### src/bwts_pkg.sv
// Shared constants, payload types and stage interfaces of the bilinear wrap texture sampler.
package bwts_pkg;

    // image geometry
    localparam int MAX_WIDTH  = 256;
    localparam int MAX_HEIGHT = 256;
    localparam int CHANNELS   = 3;
    localparam int CH_W       = 8;
    localparam int PIX_W      = CHANNELS * CH_W;
    localparam int COL_W      = $clog2(MAX_WIDTH);
    localparam int ROW_W      = $clog2(MAX_HEIGHT);
    localparam int ADDR_W     = COL_W + ROW_W;
    localparam int MEM_DEPTH  = MAX_WIDTH * MAX_HEIGHT;

    // field and register widths
    localparam int DIM_W      = 9;
    localparam int LOAD_POS_W = 8;
    localparam int COORD_W    = 20;
    localparam int FRAC_W     = 16;
    localparam int WT_W       = 8;

    // coordinate arithmetic
    localparam int PROD_W     = DIM_W + FRAC_W + 1;       // width * 17-bit fraction
    localparam int QY_W       = COORD_W - (FRAC_W + 1);   // integer part of y above 2^17
    localparam int WQ_W       = DIM_W + 1 + QY_W;
    localparam int T_W        = PROD_W - (FRAC_W + 1);
    localparam int Y_BIAS_SH  = COL_W + QY_W - 1;         // h << this keeps dividend >= 0

    // remainder unit
    localparam int REM_W      = 20;
    localparam int REM_BITS   = 4;
    localparam int REM_STAGES = REM_W / REM_BITS;

    // blend arithmetic
    localparam int LR_W       = WT_W + CH_W;
    localparam int SUM_W      = WT_W + 1 + LR_W;

    // result queue, depth must be a power of two
    localparam int FIFO_DEPTH = 16;
    localparam int FIFO_PTR_W = $clog2(FIFO_DEPTH);
    localparam int FIFO_CNT_W = $clog2(FIFO_DEPTH + 1);

    // pipeline depth from accept to queue push
    localparam int COORD_STAGES = 3;
    localparam int MEM_STAGES   = 1;
    localparam int BLEND_STAGES = 2;
    localparam int PIPE_LAT     = COORD_STAGES + REM_STAGES + MEM_STAGES + BLEND_STAGES;

    // configuration register indexes
    localparam int CFG_IDX_W = 2;
    localparam logic [CFG_IDX_W-1:0] CFG_IMAGE_WIDTH  = 2'd0;
    localparam logic [CFG_IDX_W-1:0] CFG_IMAGE_HEIGHT = 2'd1;

    // operation codes
    localparam logic OP_LOAD   = 1'b0;
    localparam logic OP_SAMPLE = 1'b1;

    typedef struct packed {
        logic                         op;
        logic [LOAD_POS_W-1:0]        load_column;
        logic [LOAD_POS_W-1:0]        load_row;
        logic [CH_W-1:0]              load_channel0;
        logic [CH_W-1:0]              load_channel1;
        logic [CH_W-1:0]              load_channel2;
        logic signed [COORD_W-1:0]    coord_x;
        logic signed [COORD_W-1:0]    coord_y;
    } t_in_word;

    typedef struct packed {
        logic [CH_W-1:0] out_channel0;
        logic [CH_W-1:0] out_channel1;
        logic [CH_W-1:0] out_channel2;
    } t_out_word;

    // what rides along the remainder unit
    typedef struct packed {
        logic                  op;
        logic [COL_W-1:0]      sx;
        logic [COL_W-1:0]      sxi;
        logic [WT_W-1:0]       dx;
        logic [WT_W-1:0]       dy;
        logic [LOAD_POS_W-1:0] load_column;
        logic [LOAD_POS_W-1:0] load_row;
        logic [PIX_W-1:0]      pixel;
    } t_rem_side;

    typedef struct packed {
        logic              we;
        logic [ADDR_W-1:0] waddr;
        logic [PIX_W-1:0]  wdata;
        logic [ADDR_W-1:0] raddr_00;
        logic [ADDR_W-1:0] raddr_01;
        logic [ADDR_W-1:0] raddr_10;
        logic [ADDR_W-1:0] raddr_11;
    } t_mem_req;

    typedef struct packed {
        logic [PIX_W-1:0] p00;
        logic [PIX_W-1:0] p01;
        logic [PIX_W-1:0] p10;
        logic [PIX_W-1:0] p11;
    } t_quad;

endpackage

### src/bwts_blend.sv
// Two-stage bilinear blend of the four neighbors, all channels in parallel.
module bwts_blend (
    input  logic                       i_clk,
    input  logic                       i_rst_n,
    input  logic                       i_valid,
    input  bwts_pkg::t_quad            i_quad,
    input  logic [bwts_pkg::WT_W-1:0]  i_dx,
    input  logic [bwts_pkg::WT_W-1:0]  i_dy,
    output logic                       o_valid,
    output bwts_pkg::t_out_word        o_word
);
    import bwts_pkg::*;

    localparam int WT_ONE = 1 << WT_W;

    logic            r_valid1;
    logic            r_valid2;
    logic [WT_W-1:0] r_dx;
    logic [LR_W-1:0] r_left  [CHANNELS];
    logic [LR_W-1:0] r_right [CHANNELS];
    logic [CH_W-1:0] r_out   [CHANNELS];

    logic [WT_W:0]    w_wdy;
    logic [WT_W:0]    w_wdx;
    logic [LR_W-1:0]  w_left  [CHANNELS];
    logic [LR_W-1:0]  w_right [CHANNELS];
    logic [SUM_W-1:0] w_sum   [CHANNELS];

    function automatic logic [CH_W-1:0] pix_ch(input logic [PIX_W-1:0] pix, input int c);
        return pix[c*CH_W +: CH_W];
    endfunction

    assign w_wdy = (WT_W+1)'(WT_ONE) - (WT_W+1)'(i_dy);
    assign w_wdx = (WT_W+1)'(WT_ONE) - (WT_W+1)'(r_dx);

    always_comb begin
        for (int c = 0; c < CHANNELS; c++) begin
            w_left[c]  = LR_W'((LR_W+1)'(w_wdy) * (LR_W+1)'(pix_ch(i_quad.p00, c))
                             + (LR_W+1)'(i_dy) * (LR_W+1)'(pix_ch(i_quad.p01, c)));
            w_right[c] = LR_W'((LR_W+1)'(w_wdy) * (LR_W+1)'(pix_ch(i_quad.p10, c))
                             + (LR_W+1)'(i_dy) * (LR_W+1)'(pix_ch(i_quad.p11, c)));
            w_sum[c]   = SUM_W'(w_wdx) * SUM_W'(r_left[c]) + SUM_W'(r_dx) * SUM_W'(r_right[c]);
        end
    end

    always_ff @(posedge i_clk) begin
        if (!i_rst_n) begin
            r_valid1 <= 1'b0;
            r_valid2 <= 1'b0;
        end else begin
            r_valid1 <= i_valid;
            r_valid2 <= r_valid1;
        end
    end

    always_ff @(posedge i_clk) begin
        r_dx <= i_dx;
        for (int c = 0; c < CHANNELS; c++) begin
            r_left[c]  <= w_left[c];
            r_right[c] <= w_right[c];
            r_out[c]   <= w_sum[c][2*WT_W+CH_W-1:2*WT_W];
        end
    end

    assign o_valid             = r_valid2;
    assign o_word.out_channel0 = r_out[0];
    assign o_word.out_channel1 = r_out[1];
    assign o_word.out_channel2 = r_out[2];

endmodule

### config.mk
export PLATFORM = sky130hd
export DESIGN_NAME = bwts_blend
export DESIGN_NICKNAME = d
export VERILOG_FILES = /design/src/bwts_pkg.sv /design/src/bwts_blend.sv
export SDC_FILE = /design/constraint.sdc
export NUM_CORES = 2
export LEC_CHECK = 0
export ABC_AREA = 1
export ABC_CLOCK_PERIOD_IN_PS = 11210
export BUFFER_PORTS_ARGS = -buffer_cell sky130_fd_sc_hd__buf_4
export CAP_MARGIN = 30
export CORE_MARGIN = 8
export CORE_UTILIZATION = 52
export DETAILED_ROUTE_END_ITERATION = 8
export GPL_TIMING_DRIVEN = 0
export PLACE_DENSITY = 0.68
export SYNTH_ARGS = -nofsm -noshare
export SYNTH_HDL_FRONTEND = slang
export SYNTH_SLANG_ARGS = --single-unit
### constraint.sdc
create_clock -name i_clk -period 11.21 [get_ports i_clk]
set_input_delay 2.242 -clock i_clk [delete_from_list [all_inputs] [get_ports i_clk]]
set_output_delay 2.242 -clock i_clk [all_outputs]
set_load 0.02 [all_outputs]
# After elaboration in Yosys (flattened, before gate mapping)
# Memories as Yosys holds them, arrays and structs flattened.
# Index checks and enable logic that the tools add are counted.
[totals]
ff_bits = 10
latch_bits = 0
ram_bits = 120
mem_bits_ro = 0
in_bits = 115
output_inout_bits = 25
wordCells = 35
n_memories = 3
[memory_table]
columns = ["memory", "depth", "word_bits", "read_ports", "rd_clocked_by_memory_dff", "wr", "line_no", "rtl"]
rows = [
  ["r_left", 3, 16, 3, 0, 3, "bwts_blend.sv:19", "logic [LR_W-1:0] r_left [CHANNELS];"],
  ["r_right", 3, 16, 3, 0, 3, "bwts_blend.sv:20", "logic [LR_W-1:0] r_right [CHANNELS];"],
  ["r_out", 3, 8, 3, 0, 3, "bwts_blend.sv:21", "logic [CH_W-1:0] r_out [CHANNELS];"],
]
[op_classes]
add_sub_neg = 11
mul = 18
div = 0
order_cmp = 0
n_eq_ne = 0
shift = 0
muxes = 0
bitwise_logic = 0
n_reduce_logical = 0
[ops]
columns = ["cell", "n"]
rows = [
  ["$add 16x16->16", 6],
  ["$mul 8x8->16", 6],
  ["$mul 9x8->16", 6],
  ["$add 24x24->24", 3],
  ["$mul 8x16->24", 3],
  ["$mul 9x16->24", 3],
  ["$sub 9x8->9 const A", 2],
]

# Logic depth before layout (Yosys ltp)
[depth]
depth_word = 3
ltp_mapped = 37
ltp_nobuf = 33

# Least setup slack after synthesis
# Ideal clock, no wire load.
[synth_timing]
kind = "input to register"
startpoint = "input port i_dy[0] in the netlist's numbering"
endpoint = "memory r_left[0][15] in the netlist's numbering"
setup_ns = 0.112
arrival_time_ns = 8.146
slack_ns = 2.952
cell_stages = 28
path_buffers = 4
path_cell_list = "buf_2 -> buf_1 -> buf_1 -> inv_1 -> ha_1 -> or2_2 -> nand2_1 -> clkbuf_1 -> nor2_1 -> fa_1 -> inv_1 -> fa_1 -> inv_1 -> fa_1 -> fa_1 -> fa_1 -> inv_1 -> fa_1 -> inv_1 -> ha_1 -> a21oi_1 -> nor2_1 -> o21ai_0 -> nand3_1 -> nor2_1 -> inv_1 -> nand2_1 -> nand2_1"
[synth_rtl]
columns = ["element", "line_no", "rtl"]
rows = [
  ["from (decl)", "bwts_blend.sv:8", "input logic [bwts_pkg::WT_W-1:0] i_dy,"],
  ["to (decl)", "bwts_blend.sv:19", ""],
]

==> impl_metrics.ini <==
[timing]
maxSlewHeadroom = 0.276
setup_viol = 0
final_hold_viol_count = 0
holdWs_ns = 0.421
fin_skew_ns = 0.0279
finalCritPeriodShare = 0.944
report.final.slew_viol_count = 0
rsz0062_at_grt = false
fmax_mhz = 94.5
worst_slew_pin_slew_ns = 1.09
finalCriticalPeriod_ns = 10.58

[yosys]
yosysTopAreaCellShare = 0.436
synth_fp_nets = 9596
yosys.area.top_type = fa_1
yosysWarnings = 0
ys_seq_area_frac = 0.0448
yosys-top-cells-area = fa_1, inv_1, ha_1, nand2_1, dfxtp_1
syn-cell-area_um2 = 58100
ys_types = 42
syn_avg_cell_area_um2 = 7.63
ys_ff_latch = 130
post_synth_inst_count = 7616

[global_routing]
overflow = 0
grt_use_total = 0.300
grt_max_degree = 17
top_usage_layer = met2
grtUsageMet2 = 0.487
grt_use_met3 = 0.0633
grt_pass1_vias = 48600
grt_use_met1 = 0.384
grt_pass1_wl_um = 279000
grt_antenna_before_repair = 9

[outcome]
status = finished, final reports clean

[setup_path]
required_ns = 11.51
crit_fanout = 10
crit_buf_inv = 10
crit_arrival_ns = 10.88
r2r_slack_ns = 2.12
crit_slowest_cell = buf_1
critPathTopFamily = adder cells
timing_worst_setup_path_type = in2reg
worstSetupStartpointType = primary input
end_kind = flop
cp_slowest_stage_delay_ns = 0.81

[die]
fp.dieH_um = 350
coreArea_um2 = 111000
rows = 122
io_pins = 140
start_util = 0.525
die_area_um2 = 123000
dieWidth_um = 350

[route]
viasPerCell = 5.09
drc = 0
initialDrtViolationCount = 4305
vias = 47000
dr.pass1.iters = 8
drt-total-wl_um = 179000
wl_per_cell_um = 19.4
antenna_left = 0

[clocking]
numCtsBuffers = 17
root_buffer = clkbuf_16
cts.repair_timing.setup_buffer_count = 0
cts_resized = 0
h-tree-depth = 4
clock_path_buffers = 2
cts_tree = built
numClockSinks = 130
clk_latency_ns = 0.52
clk_pin_slew_ns = 0.07
ctsHoldBuffers = 0

[final_layout]
final_nets = 9702
synthToLayoutAreaGrowth_pct = 5.64
final_cells = 9230
layout-drive-gt1-share = 0.0384
final_common_cell = inv_1
final_cell_mix = inv_1, nand2_1, fa_1, ha_1, nor2_1
finalCoreUtilization = 0.554

[worst_hold_path]
hold_class = reg2reg

[placement]
gp_congestion = 0.999
port_buffers = 62
place_inst = 9188
dpl.hpwl_um = 154000

[run]
drv_cap = 0
[area by class of cell]
cell class / count / area (um2)
well taps: 1488 / 1860
plain buffers: 288 / 1320
clock inverters: 14 / 143
diodes: 7 / 17.5
fillers: 10700 / 49300
inverters: 2553 / 9580
repair buffers: 87 / 826
multi-input cells: 4645 / 44600
clock buffers: 18 / 429
flip-flops and latches: 130 / 2600
[registers in the layout, indices dropped and copies added, names as in the netlist]
register and count:
r_right 48, r_left 48, r_valid1 1, r_out 24
o_valid 1, r_dx 8
[final timing paths]
check / startpoint / endpoint / cells past startpoint
worst min register to register: r_valid1 / o_valid / 2
worst max register to register: r_dx[0] / r_out[0][7] / 31
worst max-delay path: i_dy[0] / r_left[0][31] / 28
worst min-delay path: r_valid1 / o_valid / 2
[per-stage QoR]
step	area (um2)	setup TNS, ns	worst slack, ns
final	61400	0	0.630
after CTS	61300	0	0.692
after global placement	60400	-0.0366	-0.0366
after global routing	61300	0	0.231
after floorplan	58100	0	2.95
after detailed placement	60700	0	0.160
[cells by family (layout without fill, tap and decap cells)]
logic type | count (synthesis) | count (layout) | synth area share
buffers and inverters | 2841 | 2960 | 0.188
AND/OR/NAND/NOR | 2439 | 2439 | 0.163
adder cells (fa/ha/maj) | 1865 | 1865 | 0.565
AO/OA/AOI/OAI | 229 | 229 | 0.0215
flip-flops | 130 | 130 | 0.0448
XOR/XNOR | 112 | 112 | 0.0170
other | 0 | 7 | 0
[per-layer routing]
metal	wire (um)	share of wire	vias up
met5	55	0.00031	-
met4	10400	0.058	8
met3	17800	0.099	427
met2	81200	0.45	2138
met1	69800	0.39	23100
li1	-	-	21300
[synth_stat cells]
master and n:
a21o_1 11, a31oi_1 8, inv_2 9, buf_1 33, nor3_2 1, nor3_1 13
o21ai_1 2, nor3_4 1, or2_1 1, a211oi_1 1, o21a_1 4, nand3b_1 10
nor2_2 1, nand2_1 1825, a21boi_0 3, nand3_1 100, inv_1 2543, nand4_1 32
o21ai_0 59, xor2_1 78, a21oi_1 122, ha_1 599, o21bai_1 17, nor4_2 1
buf_4 7, clkbuf_1 100, dfxtp_1 130, nand2_2 3, or3_1 1, xnor2_2 1
fa_1 1266, and2_1 5, clkbuf_2 111, buf_6 4, nor2_4 1, o211ai_1 2
xnor2_1 33, clkinv_1 1, nor2_1 437, nor3b_1 1, buf_2 33, or2_2 6
[worst min-delay path: cells and delay by family, from the launching register on]
| kind | cells | cell delay [ns] |
|---|---|---|
| buffers and inverters | 1 | 0.03 |
| flip-flops | 1 | 0.30 |
| AND/OR/NAND/NOR | 1 | 0.05 |
Power is left out: the tool's default activity adds up to more than one toggle a clock period on the data nets, which glitch-free logic cannot reach.
