$ cat config.mk
export PLATFORM = sky130hd
export DESIGN_NAME = bwts_rem
export DESIGN_NICKNAME = d
export VERILOG_FILES = /design/src/bwts_pkg.sv /design/src/bwts_rem.sv
export SDC_FILE = /design/constraint.sdc
export NUM_CORES = 1
export LEC_CHECK = 0
export ABC_AREA = 1
export CORE_ASPECT_RATIO = 0.8
export CORE_UTILIZATION = 30
export DETAILED_ROUTE_END_ITERATION = 8
export DONT_BUFFER_PORTS = 1
export SYNTH_ARGS = -nofsm -noshare
export SYNTH_HDL_FRONTEND = slang
export SYNTH_SLANG_ARGS = --single-unit
$ cat constraint.sdc
create_clock -name i_clk -period 9.7 [get_ports i_clk]
set_clock_uncertainty 0.1 [all_clocks]
set_input_delay 0.485 -clock i_clk [delete_from_list [all_inputs] [get_ports i_clk]]
set_output_delay 0.485 -clock i_clk [all_outputs]
set_load 0.02 [all_outputs]
$ cat src/bwts_pkg.sv
// Shared constants, payload types and stage interfaces of the bilinear wrap texture sampler.
package bwts_pkg;

    // image geometry
    localparam int MAX_WIDTH  = 256;
    localparam int MAX_HEIGHT = 256;
    localparam int CHANNELS   = 3;
    localparam int CH_W       = 8;
    localparam int PIX_W      = CHANNELS * CH_W;
    localparam int COL_W      = $clog2(MAX_WIDTH);
    localparam int ROW_W      = $clog2(MAX_HEIGHT);
    localparam int ADDR_W     = COL_W + ROW_W;
    localparam int MEM_DEPTH  = MAX_WIDTH * MAX_HEIGHT;

    // field and register widths
    localparam int DIM_W      = 9;
    localparam int LOAD_POS_W = 8;
    localparam int COORD_W    = 20;
    localparam int FRAC_W     = 16;
    localparam int WT_W       = 8;

    // coordinate arithmetic
    localparam int PROD_W     = DIM_W + FRAC_W + 1;       // width * 17-bit fraction
    localparam int QY_W       = COORD_W - (FRAC_W + 1);   // integer part of y above 2^17
    localparam int WQ_W       = DIM_W + 1 + QY_W;
    localparam int T_W        = PROD_W - (FRAC_W + 1);
    localparam int Y_BIAS_SH  = COL_W + QY_W - 1;         // h << this keeps dividend >= 0

    // remainder unit
    localparam int REM_W      = 20;
    localparam int REM_BITS   = 4;
    localparam int REM_STAGES = REM_W / REM_BITS;

    // blend arithmetic
    localparam int LR_W       = WT_W + CH_W;
    localparam int SUM_W      = WT_W + 1 + LR_W;

    // result queue, depth must be a power of two
    localparam int FIFO_DEPTH = 16;
    localparam int FIFO_PTR_W = $clog2(FIFO_DEPTH);
    localparam int FIFO_CNT_W = $clog2(FIFO_DEPTH + 1);

    // pipeline depth from accept to queue push
    localparam int COORD_STAGES = 3;
    localparam int MEM_STAGES   = 1;
    localparam int BLEND_STAGES = 2;
    localparam int PIPE_LAT     = COORD_STAGES + REM_STAGES + MEM_STAGES + BLEND_STAGES;

    // configuration register indexes
    localparam int CFG_IDX_W = 2;
    localparam logic [CFG_IDX_W-1:0] CFG_IMAGE_WIDTH  = 2'd0;
    localparam logic [CFG_IDX_W-1:0] CFG_IMAGE_HEIGHT = 2'd1;

    // operation codes
    localparam logic OP_LOAD   = 1'b0;
    localparam logic OP_SAMPLE = 1'b1;

    typedef struct packed {
        logic                         op;
        logic [LOAD_POS_W-1:0]        load_column;
        logic [LOAD_POS_W-1:0]        load_row;
        logic [CH_W-1:0]              load_channel0;
        logic [CH_W-1:0]              load_channel1;
        logic [CH_W-1:0]              load_channel2;
        logic signed [COORD_W-1:0]    coord_x;
        logic signed [COORD_W-1:0]    coord_y;
    } t_in_word;

    typedef struct packed {
        logic [CH_W-1:0] out_channel0;
        logic [CH_W-1:0] out_channel1;
        logic [CH_W-1:0] out_channel2;
    } t_out_word;

    // what rides along the remainder unit
    typedef struct packed {
        logic                  op;
        logic [COL_W-1:0]      sx;
        logic [COL_W-1:0]      sxi;
        logic [WT_W-1:0]       dx;
        logic [WT_W-1:0]       dy;
        logic [LOAD_POS_W-1:0] load_column;
        logic [LOAD_POS_W-1:0] load_row;
        logic [PIX_W-1:0]      pixel;
    } t_rem_side;

    typedef struct packed {
        logic              we;
        logic [ADDR_W-1:0] waddr;
        logic [PIX_W-1:0]  wdata;
        logic [ADDR_W-1:0] raddr_00;
        logic [ADDR_W-1:0] raddr_01;
        logic [ADDR_W-1:0] raddr_10;
        logic [ADDR_W-1:0] raddr_11;
    } t_mem_req;

    typedef struct packed {
        logic [PIX_W-1:0] p00;
        logic [PIX_W-1:0] p01;
        logic [PIX_W-1:0] p10;
        logic [PIX_W-1:0] p11;
    } t_quad;

endpackage

$ cat src/bwts_rem.sv
// Pipelined restoring remainder unit for the y wrap, a few dividend bits per stage.
module bwts_rem (
    input  logic                           i_clk,
    input  logic                           i_rst_n,
    input  logic                           i_valid,
    input  logic [bwts_pkg::REM_W-1:0]     i_dividend,
    input  logic [bwts_pkg::DIM_W-1:0]     i_divisor,
    input  bwts_pkg::t_rem_side            i_side,
    output logic                           o_valid,
    output logic [bwts_pkg::ROW_W-1:0]     o_rem,
    output bwts_pkg::t_rem_side            o_side
);
    import bwts_pkg::*;

    logic             r_valid [REM_STAGES];
    logic [ROW_W-1:0] r_rem   [REM_STAGES];
    t_rem_side        r_side  [REM_STAGES];
    logic [REM_W-1:0] r_dvd   [REM_STAGES-1];

    // remainder stays below the divisor, so it fits ROW_W bits
    function automatic logic [ROW_W-1:0] rem_steps(input logic [ROW_W-1:0] rem_in,
                                                   input logic [REM_BITS-1:0] bits,
                                                   input logic [DIM_W-1:0] divisor);
        logic [ROW_W:0]   acc;
        logic [ROW_W-1:0] rem;
        rem = rem_in;
        for (int i = REM_BITS - 1; i >= 0; i--) begin
            acc = {rem, bits[i]};
            if (DIM_W'(acc) >= divisor) begin
                acc = acc - (ROW_W+1)'(divisor);
            end
            rem = acc[ROW_W-1:0];
        end
        return rem;
    endfunction

    always_ff @(posedge i_clk) begin
        if (!i_rst_n) begin
            for (int s = 0; s < REM_STAGES; s++) begin
                r_valid[s] <= 1'b0;
            end
        end else begin
            r_valid[0] <= i_valid;
            for (int s = 1; s < REM_STAGES; s++) begin
                r_valid[s] <= r_valid[s-1];
            end
        end
    end

    always_ff @(posedge i_clk) begin
        r_rem[0]  <= rem_steps('0, i_dividend[REM_W-1 -: REM_BITS], i_divisor);
        r_side[0] <= i_side;
        r_dvd[0]  <= i_dividend << REM_BITS;
        for (int s = 1; s < REM_STAGES; s++) begin
            r_rem[s]  <= rem_steps(r_rem[s-1], r_dvd[s-1][REM_W-1 -: REM_BITS], i_divisor);
            r_side[s] <= r_side[s-1];
        end
        for (int s = 1; s < REM_STAGES - 1; s++) begin
            r_dvd[s] <= r_dvd[s-1] << REM_BITS;
        end
    end

    assign o_valid = r_valid[REM_STAGES-1];
    assign o_rem   = r_rem[REM_STAGES-1];
    assign o_side  = r_side[REM_STAGES-1];

endmodule

* Yosys cells after proc, flatten, opt, wreduce, memory -nomap -nowiden
Memories as Yosys holds them, arrays and structs flattened. Index checks and enable logic that the tools add are counted.
Word-level totals: bits in writable memories 474, memories kept 4, output and inout port bits 82, register bits after elaboration 0, input port bits 105, logic and storage cells 76
Operators by class: order comparisons 20, muxes and demuxes 27, $add $sub $neg 20, bitwise gates (word level) 5
Memory list:
- r_side | words 5, width 73, read ports 5, clocked after Yosys merged registers in 0, write ports 5, RTL line bwts_rem.sv:17 | t_rem_side r_side [REM_STAGES];
- r_dvd | words 4, width 16, read ports 4, clocked after Yosys merged registers in 0, write ports 4, RTL line bwts_rem.sv:18 | logic [REM_W-1:0] r_dvd [REM_STAGES-1];
- r_rem | words 5, width 8, read ports 5, clocked after Yosys merged registers in 0, write ports 5, RTL line bwts_rem.sv:16 | logic [ROW_W-1:0] r_rem [REM_STAGES];
- r_valid | words 5, width 1, read ports 5, clocked after Yosys merged registers in 0, write ports 5, RTL line bwts_rem.sv:15 | logic r_valid [REM_STAGES];
Operator list (number):
- >= comparator 9 bit | 19
- two-way mux 8 bit | 20
- subtractor 8 bit | 19
- >= comparator 1 x 9 -> 1 bit | 1
- subtractor 1 x 8 -> 8 bit | 1
- two-way mux 1 bit | 7
- bitwise OR 1 bit | 5

* Depth between registers and ports, before layout
An unclocked memory read counts as a cell.
word-level depth 9, mapped depth 44, depth with buffers taken out 44

* Worst setup path before layout
No wires, ideal clock.
kind input to register, start point in i_divisor[1] (netlist bit), end point mem r_rem[0][34] (netlist bit), data arrival time 6.223 ns, required time 9.531 ns, setup time 0.069 ns, path buffers 3, cell stages on the path 42, setup slack 3.309 ns, cells stage by stage inv_1 > ha_1 > nand2_1 > nor2_1 > nand2_1 > nand3_2 > nand2_4 > nand2_2 > buf_6 > or2_1 > nand2_1 > inv_1 > ha_1 > nand2_1 > inv_1 > a21oi_1 > nand3_1 > nor2_2 > (+6 left out) > nand3_1 > nand2_1 > nand2_1 > nand3_1 > nor2_2 > buf_6 > nand2_1 > and2_1 > ha_1 > a21oi_1 > nand2_1 > nand4_1 > nand3_1 > nand3b_1 > nand2_1 > buf_2 > nand3_1 > o21ai_1
RTL lines:
- start: declaration | RTL line bwts_rem.sv:7 | input logic [bwts_pkg::DIM_W-1:0] i_divisor,
- end: declaration | RTL line bwts_rem.sv:16

==> impl_summary.md <==
Clock tree
Post-CTS repair changed the size of 0 cells. In this run the post-CTS setup repair buffer count came out at 0. The number of clock sinks is 450. The maximum count of clock buffers along a single path is 3. Clock-pin slew was measured on the worst setup and hold paths at 0.06 ns.

TritonCTS built the clock tree. The clock latency on the worst-skew pair is 0.59 ns. The number of buffers added by the clock tree synthesis step is 45. In this run, post-CTS hold repair placed 92 buffers. The cell sitting at the root of the clock tree is a clkbuf_16. The H-tree was split into 2 levels.

Timing
The hold violation total from the final report is 0. The clock period could shrink to 6.877 ns. Static timing analysis puts the maximum clock frequency at 145.4 MHz.

The ratio of final minimum period to clock period is 70.90%. Setup violations remaining at the end of the flow were counted as 0. Setup repair after global routing left no endpoint under its margin. In this run the tightest slew margin relative to its limit is 48.72%. For the pin with the worst max-slew slack, the measured transition is 0.7684 ns. The number of slew-limit violations in the final report is 0. The setup TNS is 0 ns.

Detailed routing
Dividing the detail-routed wire length by the instance count gives 13.81 um. After detailed routing, the number of vias per cell comes to 4.412. The routed wire length is 43.17 mm. The first TritonRoute pass finished after 5 iterations. The first routing iteration left 1009 violations.

Once detail routing completed, the nets flagged for antenna violations numbered 0. Summing over every cut layer, the via total after detailed routing is 13800. The post-route DRC violation count is 0.

Die
The initial standard-cell utilization of the core is 30.58%. The die covers 65330 sq um. The row count is 82. The die extent in x is 285.5 um.

The die height is 228.8 um. The top-level I/O count is 187. The area of the placeable core is 63100 sq um.

Finish
The final layout contains 2551 nets. In the final layout, flip-flops and latches occupy 9009 sq um. The area of the multi-input gates is 8678 sq um. The number of filler instances in the final layout is 6315. The signed area change from the synthesized netlist to the final layout is 14.90%. The share of layout cells above drive strength 1 is 6.824%.

Global routing
The wire length of the first global-routing pass is 69.28 mm. The via count of the first global-routing pass is 13470. Across every metal layer, demand over resource in global routing totals 13.11%. Entering global routing, the biggest net connects 22 pins. Global routing finished with a remaining overflow of 0. The number of antenna violations at the first check in global routing is 1.

Critical path
Data arrives at the worst endpoint at 7.22 ns. The total buffers and inverters traversed by the critical path is 6. The cell that appears most often on the critical path is nand2_1.

The top fanout value on the critical path is 12. The critical path's top delay family is simple AND/OR/NAND/NOR gates. The delay of the slowest critical-path stage is 0.46 ns.

The kind of start point of the critical path is an input port. The startpoint-to-endpoint class of the critical path is input port to register. The data required time of the worst path is 10.04 ns. The worst setup path is captured at a register. The critical path's slowest cell is inv_1.

Job
The count of max-cap constraint violations is 0.

Placed design
The congestion estimate from routability-driven global placement came to 0.9193. Port buffering added 0 buffers. The sum of net half-perimeters after detailed placement is 31.94 mm.

Synthesis
When the netlist entered floorplanning its net count stood at 2490. The netlist uses 49 different library cells. Of the synthesized area, sequential elements account for 46.70%. In this run the biggest area consumer among cell types represents 46.70% of the synthesized area.

The cell type with the largest total area after synthesis is dfxtp_1. The mapped netlist covers 19290 sq um. The register bit total from synthesis is 450.

The mean area per synthesized cell is 8.797 sq um. Ranked by total cell area, the synthesized netlist is headed by dfxtp_1, ha_1, nand2_1. The cell count after synthesis came out at 2193. Yosys printed 0 warnings.

Worst hold path
The path class of the tightest hold or removal check is input port to register.

Run status
The flow ran to the end, and the final reports show no timing, DRC or antenna violations.
-- kinds of logic after synthesis --
logic type      synth area share (%)
fa+ha+maj                      13.19
buf+inv                        8.321
simple gates                   22.04
flops                          46.70
compound gates                 5.370
mux                           0.1557
xor+xnor                       4.222
-- per-stage QoR --
step | hold WS (ns) | worst slack, ns | area [sq um] | instances | util (%)
after floorplan | 0.2096 | 3.309 | 19290 | 2193 | -
after global placement | 0.2095 | 2.614 | 19750 | 2955 | 31.30
after detailed placement | 0.2121 | 2.356 | 19750 | 2955 | 31.30
after CTS | 0.02544 | 2.949 | 22170 | 3126 | 35.13
after global routing | 0.06110 | 2.159 | 22170 | 3127 | 35.13
final | 0.07433 | 2.823 | 22170 | 3127 | 35.13
-- area by class of cell --
type                       count  area share [%]
multi-input combinational   1404           39.15
inverter                     252           4.267
tap                          840           4.741
clock inverter                21           1.253
timing repair buffer         101           4.459
antenna                        1         0.01129
clock buffer                  58           5.481
sequential                   450           40.64
-- placed cells by master (no fill, tap or decap), types with 17 or more instances in the layout --
cell	netlist	routed
nand4_1	23	23
inv_1	236	235
fa_1	19	19
ha_1	173	173
o21ai_1	17	17
xor2_1	51	51
nand3_1	146	146
xnor2_1	42	42
nor2_1	83	83
a21oi_1	83	83
and2_1	31	31
dfxtp_1	450	450
clkbuf_16	0	45
nand2_1	553	553
nand3b_1	20	20
o21ai_0	27	27
dlygate4sd3_1	0	92
-- path summary, 6_finish.rpt --
kind	to	slack (ns)	from	cells after the start
worst min register to register	r_side[0][159]	0.21	r_side[0][86]	0
worst max-delay path	r_rem[0][36]	2.82	i_divisor[4]	40
worst min-delay path	r_rem[0][32]	0.07	i_divisor[0]	2
worst max register to register	r_rem[0][23]	3.04	r_rem[0][9]	33
-- cell usage after synthesis (all sizes together) --
cell / instances
buf: 87
nor4: 2
inv: 251
dfxtp: 450
fa: 19
o21bai: 3
nand2: 571
o211ai: 3
o21ai: 49
o31ai: 2
or2: 19
a41oi: 1
a21o: 13
nor4b: 1
clkinv: 1
a21boi: 7
and3: 1
nor3b: 1
o21a: 5
nand3: 154
nand3b: 21
xnor2: 42
ha: 173
nor3: 6
nor2: 97
xor2: 51
a31oi: 16
a21oi: 83
and2: 31
mux2i: 3
nand4: 30
-- per-layer routing --
metal | track usage (%) | share of wire [%] | vias up | wire length (um)
met1 | 17.89 | 47 | 6267 | 20280
met4 | 3.810 | 2.0 | 0 | 858
met3 | 2.864 | 7.0 | 62 | 3034
met5 | 0 | 0 | - | 0
li1 | - | - | 7079 | -
met2 | 20.63 | 44 | 389 | 19000
-- state kept, by name, summed over array words and instances (netlist names) --
name / count
r_valid: 5
r_dvd: 40
r_side: 365
r_rem: 40
-- worst reg2reg max path: cells and delay by family (launching register included) --
kind / cells / cell delay (ns)
DFF: 1 / 0.42
adders and majority gates: 4 / 1.38
buffers and inverters: 5 / 0.70
AOI/OAI and AO/OA: 8 / 1.76
and+or+nand+nor: 16 / 2.19
Power is left out: the tool's default activity adds up to more than one toggle a clock period on the data nets, which glitch-free logic cannot reach.
