**config.mk**
```make
export PLATFORM = sky130hd
export DESIGN_NAME = bwts_coord
export DESIGN_NICKNAME = d
export VERILOG_FILES = /design/src/bwts_pkg.sv /design/src/bwts_coord.sv
export SDC_FILE = /design/constraint.sdc
export NUM_CORES = 1
export LEC_CHECK = 0
export ABC_AREA = 1
export BUFFER_PORTS_ARGS = -buffer_cell sky130_fd_sc_hd__buf_2
export CORE_UTILIZATION = 55
export CTS_BUF_LIST = sky130_fd_sc_hd__clkbuf_16
export CTS_CLUSTER_SIZE = 28
export DETAILED_ROUTE_END_ITERATION = 16
export PLACE_DENSITY = 0.86
export REMOVE_ABC_BUFFERS = 1
export SLEW_MARGIN = 30
export SYNTH_ARGS = -nofsm -noshare
export SYNTH_HDL_FRONTEND = slang
export SYNTH_SLANG_ARGS = --single-unit
export TNS_END_PERCENT = 100
```
**constraint.sdc**
```tcl
create_clock -name i_clk -period 9.3 [get_ports i_clk]
set_clock_uncertainty 0.05 [all_clocks]
set_input_delay 0.465 -clock i_clk [delete_from_list [all_inputs] [get_ports i_clk]]
set_output_delay 0.465 -clock i_clk [all_outputs]
set_load 0.01 [all_outputs]
```
**src/bwts_pkg.sv**
```systemverilog
// Shared constants, payload types and stage interfaces of the bilinear wrap texture sampler.
package bwts_pkg;

    // image geometry
    localparam int MAX_WIDTH  = 256;
    localparam int MAX_HEIGHT = 256;
    localparam int CHANNELS   = 3;
    localparam int CH_W       = 8;
    localparam int PIX_W      = CHANNELS * CH_W;
    localparam int COL_W      = $clog2(MAX_WIDTH);
    localparam int ROW_W      = $clog2(MAX_HEIGHT);
    localparam int ADDR_W     = COL_W + ROW_W;
    localparam int MEM_DEPTH  = MAX_WIDTH * MAX_HEIGHT;

    // field and register widths
    localparam int DIM_W      = 9;
    localparam int LOAD_POS_W = 8;
    localparam int COORD_W    = 20;
    localparam int FRAC_W     = 16;
    localparam int WT_W       = 8;

    // coordinate arithmetic
    localparam int PROD_W     = DIM_W + FRAC_W + 1;       // width * 17-bit fraction
    localparam int QY_W       = COORD_W - (FRAC_W + 1);   // integer part of y above 2^17
    localparam int WQ_W       = DIM_W + 1 + QY_W;
    localparam int T_W        = PROD_W - (FRAC_W + 1);
    localparam int Y_BIAS_SH  = COL_W + QY_W - 1;         // h << this keeps dividend >= 0

    // remainder unit
    localparam int REM_W      = 20;
    localparam int REM_BITS   = 4;
    localparam int REM_STAGES = REM_W / REM_BITS;

    // blend arithmetic
    localparam int LR_W       = WT_W + CH_W;
    localparam int SUM_W      = WT_W + 1 + LR_W;

    // result queue, depth must be a power of two
    localparam int FIFO_DEPTH = 16;
    localparam int FIFO_PTR_W = $clog2(FIFO_DEPTH);
    localparam int FIFO_CNT_W = $clog2(FIFO_DEPTH + 1);

    // pipeline depth from accept to queue push
    localparam int COORD_STAGES = 3;
    localparam int MEM_STAGES   = 1;
    localparam int BLEND_STAGES = 2;
    localparam int PIPE_LAT     = COORD_STAGES + REM_STAGES + MEM_STAGES + BLEND_STAGES;

    // configuration register indexes
    localparam int CFG_IDX_W = 2;
    localparam logic [CFG_IDX_W-1:0] CFG_IMAGE_WIDTH  = 2'd0;
    localparam logic [CFG_IDX_W-1:0] CFG_IMAGE_HEIGHT = 2'd1;

    // operation codes
    localparam logic OP_LOAD   = 1'b0;
    localparam logic OP_SAMPLE = 1'b1;

    typedef struct packed {
        logic                         op;
        logic [LOAD_POS_W-1:0]        load_column;
        logic [LOAD_POS_W-1:0]        load_row;
        logic [CH_W-1:0]              load_channel0;
        logic [CH_W-1:0]              load_channel1;
        logic [CH_W-1:0]              load_channel2;
        logic signed [COORD_W-1:0]    coord_x;
        logic signed [COORD_W-1:0]    coord_y;
    } t_in_word;

    typedef struct packed {
        logic [CH_W-1:0] out_channel0;
        logic [CH_W-1:0] out_channel1;
        logic [CH_W-1:0] out_channel2;
    } t_out_word;

    // what rides along the remainder unit
    typedef struct packed {
        logic                  op;
        logic [COL_W-1:0]      sx;
        logic [COL_W-1:0]      sxi;
        logic [WT_W-1:0]       dx;
        logic [WT_W-1:0]       dy;
        logic [LOAD_POS_W-1:0] load_column;
        logic [LOAD_POS_W-1:0] load_row;
        logic [PIX_W-1:0]      pixel;
    } t_rem_side;

    typedef struct packed {
        logic              we;
        logic [ADDR_W-1:0] waddr;
        logic [PIX_W-1:0]  wdata;
        logic [ADDR_W-1:0] raddr_00;
        logic [ADDR_W-1:0] raddr_01;
        logic [ADDR_W-1:0] raddr_10;
        logic [ADDR_W-1:0] raddr_11;
    } t_mem_req;

    typedef struct packed {
        logic [PIX_W-1:0] p00;
        logic [PIX_W-1:0] p01;
        logic [PIX_W-1:0] p10;
        logic [PIX_W-1:0] p11;
    } t_quad;

endpackage

```
**src/bwts_coord.sv**
```systemverilog
// Coordinate front end: pixel-space mapping, x wrap, weights and the y dividend.
module bwts_coord (
    input  logic                           i_clk,
    input  logic                           i_rst_n,
    input  logic                           i_valid,
    input  bwts_pkg::t_in_word             i_word,
    input  logic [bwts_pkg::DIM_W-1:0]     i_width,
    input  logic [bwts_pkg::DIM_W-1:0]     i_height,
    output logic                           o_valid,
    output logic [bwts_pkg::REM_W-1:0]     o_dividend,
    output bwts_pkg::t_rem_side            o_side
);
    import bwts_pkg::*;

    // stage A
    logic                     r_a_valid;
    logic                     r_a_op;
    logic [LOAD_POS_W-1:0]    r_a_col;
    logic [LOAD_POS_W-1:0]    r_a_row;
    logic [PIX_W-1:0]         r_a_pix;
    logic [PROD_W-1:0]        r_a_px;
    logic [PROD_W-1:0]        r_a_py;
    logic signed [QY_W-1:0]   r_a_qy;
    // stage B
    logic                     r_b_valid;
    logic                     r_b_op;
    logic [LOAD_POS_W-1:0]    r_b_col;
    logic [LOAD_POS_W-1:0]    r_b_row;
    logic [PIX_W-1:0]         r_b_pix;
    logic [COL_W-1:0]         r_b_sx;
    logic [WT_W-1:0]          r_b_dx;
    logic [WT_W-1:0]          r_b_dy;
    logic [T_W-1:0]           r_b_t;
    logic signed [WQ_W-1:0]   r_b_wq;
    // stage C
    logic                     r_c_valid;
    logic [REM_W-1:0]         r_c_dividend;
    t_rem_side                r_c_side;

    logic [FRAC_W:0]          w_rx;
    logic [FRAC_W:0]          w_ry;
    logic [PROD_W-1:0]        w_px;
    logic [PROD_W-1:0]        w_py;
    logic [PROD_W-1:0]        w_sy_sum;
    logic signed [WQ_W-1:0]   w_wq;
    logic signed [REM_W:0]    w_vp;
    logic [DIM_W-1:0]         w_sx_inc;
    logic [COL_W-1:0]         w_sxi;

    // x*W + W*2^16 = W*(x + 2^16): only the low 17 bits of x + 2^16 matter mod W
    assign w_rx = {~i_word.coord_x[FRAC_W], i_word.coord_x[FRAC_W-1:0]};
    assign w_ry = i_word.coord_y[FRAC_W:0];
    assign w_px = PROD_W'(i_width) * PROD_W'(w_rx);
    assign w_py = PROD_W'(i_width) * PROD_W'(w_ry);

    assign w_sy_sum = r_a_py + (PROD_W'(i_height) << FRAC_W);
    assign w_wq     = $signed({1'b0, i_width}) * r_a_qy;

    assign w_vp = (REM_W+1)'(r_b_wq)
                + $signed((REM_W+1)'(r_b_t))
                + $signed((REM_W+1)'(i_height) << Y_BIAS_SH);

    assign w_sx_inc = DIM_W'(r_b_sx) + DIM_W'(1);
    assign w_sxi    = (w_sx_inc == i_width) ? '0 : w_sx_inc[COL_W-1:0];

    always_ff @(posedge i_clk) begin
        if (!i_rst_n) begin
            r_a_valid <= 1'b0;
            r_b_valid <= 1'b0;
            r_c_valid <= 1'b0;
        end else begin
            r_a_valid <= i_valid;
            r_b_valid <= r_a_valid;
            r_c_valid <= r_b_valid;
        end
    end

    always_ff @(posedge i_clk) begin
        r_a_op  <= i_word.op;
        r_a_col <= i_word.load_column;
        r_a_row <= i_word.load_row;
        r_a_pix <= {i_word.load_channel2, i_word.load_channel1, i_word.load_channel0};
        r_a_px  <= w_px;
        r_a_py  <= w_py;
        r_a_qy  <= i_word.coord_y[COORD_W-1:FRAC_W+1];

        r_b_op  <= r_a_op;
        r_b_col <= r_a_col;
        r_b_row <= r_a_row;
        r_b_pix <= r_a_pix;
        r_b_sx  <= r_a_px[FRAC_W+COL_W:FRAC_W+1];
        r_b_dx  <= r_a_px[FRAC_W:FRAC_W-WT_W+1];
        r_b_t   <= w_sy_sum[PROD_W-1:FRAC_W+1];
        r_b_dy  <= w_sy_sum[FRAC_W:FRAC_W-WT_W+1];
        r_b_wq  <= w_wq;

        r_c_dividend         <= w_vp[REM_W-1:0];
        r_c_side.op          <= r_b_op;
        r_c_side.sx          <= r_b_sx;
        r_c_side.sxi         <= w_sxi;
        r_c_side.dx          <= r_b_dx;
        r_c_side.dy          <= r_b_dy;
        r_c_side.load_column <= r_b_col;
        r_c_side.load_row    <= r_b_row;
        r_c_side.pixel       <= r_b_pix;
    end

    assign o_valid    = r_c_valid;
    assign o_dividend = r_c_dividend;
    assign o_side     = r_c_side;

endmodule

```
After elaboration in Yosys (flattened, before gate mapping)
Cells that the tools add are included.
- flip-flop bits (word level): 278
- input port bits: 102
- logic and storage cells: 37
- output and inout port bits: 94
- equality and inequality tests: 1
- multiply operators: 3
- bitwise gates (word level): 1
- $add $sub $neg: 4
- operator list (kind ; number):
    $add A26 B25 Y26 ; 1
    $mul A9 B17 Y26 ; 1
    $mul A9 B17 Y25 ; 1
    $add A14 B20 Y20 ; 1
    $add A13 B10 Y14 ; 1
    $mul A10 B3 Y13 ; 1
    $add A8 B1 Y9 const B ; 1
    $eq A9 B9 Y1 ; 1
    $not A1 Y1 ; 1

Logic depth before layout (Yosys ltp)
- depth after elaboration: 2
- depth in mapped cells: 23
- depth with buffers taken out: 21

Worst setup path after synthesis
Ideal clock, no wire load.
- kind: input-to-reg
- from: input port i_width[5] in the netlist's numbering
- to: register r_a_px[22]
- data arrival time: 4.396 ns
- cell stages on the path: 17
- data required time: 9.131 ns
- path buffers: 2
- library setup time: 0.119 ns
- path slack: 4.735 ns
- cells stage by stage: clkbuf_1 buf_1 nand2_1 fa_1 fa_1 inv_1 fa_1 inv_1 fa_1 inv_1 ha_1 a21oi_1 nor2_1 or2_2 a21oi_1 nand3_1 xor2_1
- word-level cells in the longest chain between the ends: 1
- ends and longest elaborated chain (what ; RTL line ; RTL):
    start: declaration ; bwts_coord.sv:7 ; input logic [bwts_pkg::DIM_W-1:0] i_width,
    $mul A9 B17 Y25 ; bwts_coord.sv:53 ; assign w_px = PROD_W'(i_width) * PROD_W'(w_rx);
    via w_px[22] ; bwts_coord.sv:42 ; logic [PROD_W-1:0] w_px;
    end signal: assignment ; bwts_coord.sv:83 ; r_a_px <= w_px;
    end: declaration ; bwts_coord.sv:21 ; logic [PROD_W-1:0] r_a_px;
The timed path passes the listed nets, and every way through them passes these cells.
A chain may end at the register's enable or synchronous reset.

Final worst setup path
- from: input port i_width[1] in the netlist's numbering
- to: register r_a_px[24]
Same word-level chain as after synthesis.

==> summary.txt <==
Status -> complete, no violations
Inserted Clock Buffers -> 24
Setup CP Type -> in -> reg
DRT iter0 DRCs -> 959
Cell chain of the critical path -> buf_2, nand2_1, fa_1, inv_1, fa_1, fa_1, inv_1, fa_1, inv_1, ha_1, nand2_1, nand2_1, inv_1, o21ai_0, a21oi_1, nand2_1, nand2_1, nand3b_1, nand2_1
WL/cell -> 14.2 um
Crit path max-delay cell type -> buf_2
Post-Syn Area per Cell -> 8.21 um2
Area after DPL -> 19200 um2
Fmax -> 0.214 GHz
Final Slew Violations -> 0
Final Instance Area -> 20300 um2
Final hold slack -> 0.0767 ns
Worst VDD drop -> 291 uV
Rel. slew slack -> 38.2%
Clk_lat worst skew -> 0.54 ns
Netlist Area Pre-Place -> 18000 um2
Crit path buf inv count -> 5
Placer Congestion -> 1.00
Synth Register Bits -> 260
PD cells -> 289 nW/um2
DRT Wirelength -> 40300 um
Worst-Margin Slew -> 0.927 ns
I/O pin cnt -> 196
First-pass GRT wire length -> 67900 um
Delay-heaviest family, CP -> adder cells
Seq/Total Area, Yosys -> 29.0%
CP max FO -> 37
Synth Warn # -> 0
Hold Fails Final Rpt -> 0
Mapped Cells -> 2187
CTS tree -> yes
Crit path DAT -> 5.06 ns
Root Driver -> clkbuf_16
Total GRT Usage -> 24.9%
Proportion of layout cells with a drive suffix above 1 -> 10.3%
Synthesis-to-finish area growth -> 13.2%
Cts repair resizes -> 0
Ys flop type -> dfxtp_1
Row count -> 65
Leak -> 11.8 nW
Starting Density -> 56.4%
Die height -> 183 um
Async set-reset flop share out of synthesis -> 0%
Final HPWL DP -> 30200 um
Via count of the first global-routing pass -> 14901
Via-to-Cell Ratio -> 4.99
Final min period -> 4.68 ns
# clock sinks -> 260
Area leader, netlist -> dfxtp_1
Setup Viol. Count Final -> 0
Port Buffers -> 192
ANT nets after route -> 0
Maximum capacitance violations -> 0
Initial antenna violation count -> 2
Pre-antenna DRT Iters -> 5
Final Worst Setup Slack -> 4.62 ns
Post-CTS setup buffers -> 0
Vias -> 14125
Die W -> 183 um
Total Neg Setup Slack -> 0 ns
Area share of the largest cell type after synthesis -> 29.0%
Htree depth -> 1
Largest net degree at the start of global routing -> 40
Reg clk slew, reported paths -> 0.06 ns
CP Launch Type -> input pin
Top area cells in the synthesized netlist -> dfxtp_1 (29%), fa_1 (25%), nand2_1 (12%)
Req. time, crit path -> 9.68 ns
Synth cell types -> 41
Worst min path class -> in -> reg
Post-Place Worst Slack -> 4.19 ns
Unrepaired setup endpoints after global routing -> no
Post-synth EDFFs -> 0
Fin util -> 63.8%
Final net count -> 2828
Fin crit share -> 50.3%
Grt total ovfl -> 0
Die ar. -> 33400 um2
Critical Path End Type -> register
Delay of the slowest cell on the worst path -> 0.69 ns
Placeable Area -> 31900 um2
Longest Clk Path Bufs -> 3
Top cell by count, worst path -> nand2_1
DRC -> 0
==> synthesized netlist by cell type (all sizes together) (12+ instances only) <==
| library cell | n |
|---|---|
| xor2 | 38 |
| nand4 | 23 |
| nand3 | 56 |
| o21ai | 34 |
| nor2 | 92 |
| a21oi | 69 |
| xnor2 | 20 |
| ha | 129 |
| clkbuf | 45 |
| nor3 | 12 |
| nand2 | 560 |
| dfxtp | 260 |
| buf | 27 |
| fa | 220 |
| inv | 553 |
==> cells in the final DEF, fill, tap and decap left out, drive strengths merged, types with 5 or more instances in the layout <==
cell,instances
dlygate4sd3,44
xor2,38
a21oi,69
o21ai,34
xnor2,20
inv,556
dfxtp,260
nor3,12
a21o,11
fa,220
ha,129
nor2,92
nand2,560
a31oi,6
clkbuf,24
o21a,8
nand3,56
buf,192
clkinv,15
nand4,23
nor4,5
==> routing by layer <==
| metal | up-vias | track usage [%] | part of all wire [%] |
|---|---|---|---|
| met5 | - | 0 | 0 |
| met4 | 0 | 9.11 | 2.9 |
| met3 | 103 | 4.31 | 7.5 |
| met2 | 581 | 45.5 | 50 |
| met1 | 6656 | 29.3 | 39 |
| li1 | 6785 | - | - |
==> state kept, by name, indices dropped and copies added (netlist names), 3 cells and up <==
name,count
r_b_dy,8
o_dividend,20
r_b_dx,8
r_a_pix,24
r_b_col,8
r_a_qy,3
r_b_row,8
r_b_wq,13
r_a_px,16
r_b_sx,8
r_a_py,17
r_b_pix,24
r_a_row,8
r_a_col,8
r_b_t,9
o_side,73
==> cell families after synthesis <==
| kind of cell | share of synthesized area, % |
|---|---|
| XOR/XNOR | 2.83 |
| AO/OA/AOI/OAI | 4.43 |
| buffers and inverters | 13.2 |
| AND/OR/NAND/NOR | 17.1 |
| flip-flops | 29.0 |
| adder cells (fa/ha/maj) | 33.5 |
==> final cells by class <==
type                            count  area, um2
Clock buffer                       24        601
Timing Repair Buffer              236       1400
Sequential cell                   260       5200
Clock inverter                     19        109
Inverter                          553       2080
Fill cell                        2580      11600
Multi-Input combinational cell   1302      10400
Tap cell                          435        544
Antenna cell                        2       5.00
==> power by group <==
| part | internal [W] | leakage (nW) | switching [W] |
|---|---|---|---|
| sequential | 0.00146 | 2.19 | 0.000117 |
| combinational | 0.00127 | 9.28 | 0.00214 |
| clock | 0.000473 | 0.353 | 0.000417 |
==> repair_timing <==
item | in CTS | in global routing
setup endpoints to repair | 0 | 0
endpoints found under the hold margin | 44 | 0
hold buffers | 44 | 0
==> tightest hold or removal path, cell delays in order <==
cell,delay [ns]
buf_2,0.07
nand2_1,0.04
inv_1,0.04
==> final timing paths <==
check,start,endpoint,slack (ns),depth (start not counted)
worst min register to register,r_b_pix[1],o_side[1],0.27,0
worst max register to register,r_a_qy[2],r_b_wq[9],5.64,13
worst min-delay path,i_valid,r_a_valid,0.08,3
worst max-delay path,i_width[1],r_a_px[24],4.62,19
==> metrics by stage <==
stage | instances | total power [W]
finish | 2831 | 0.00588
floorplan | 2115 | 0.00403
global route | 2831 | 0.00646
global placement | 2742 | 0.00483
detailed placement | 2742 | 0.00492
CTS | 2829 | 0.00586
No activity file was read; power rests on OpenSTA's default activity.
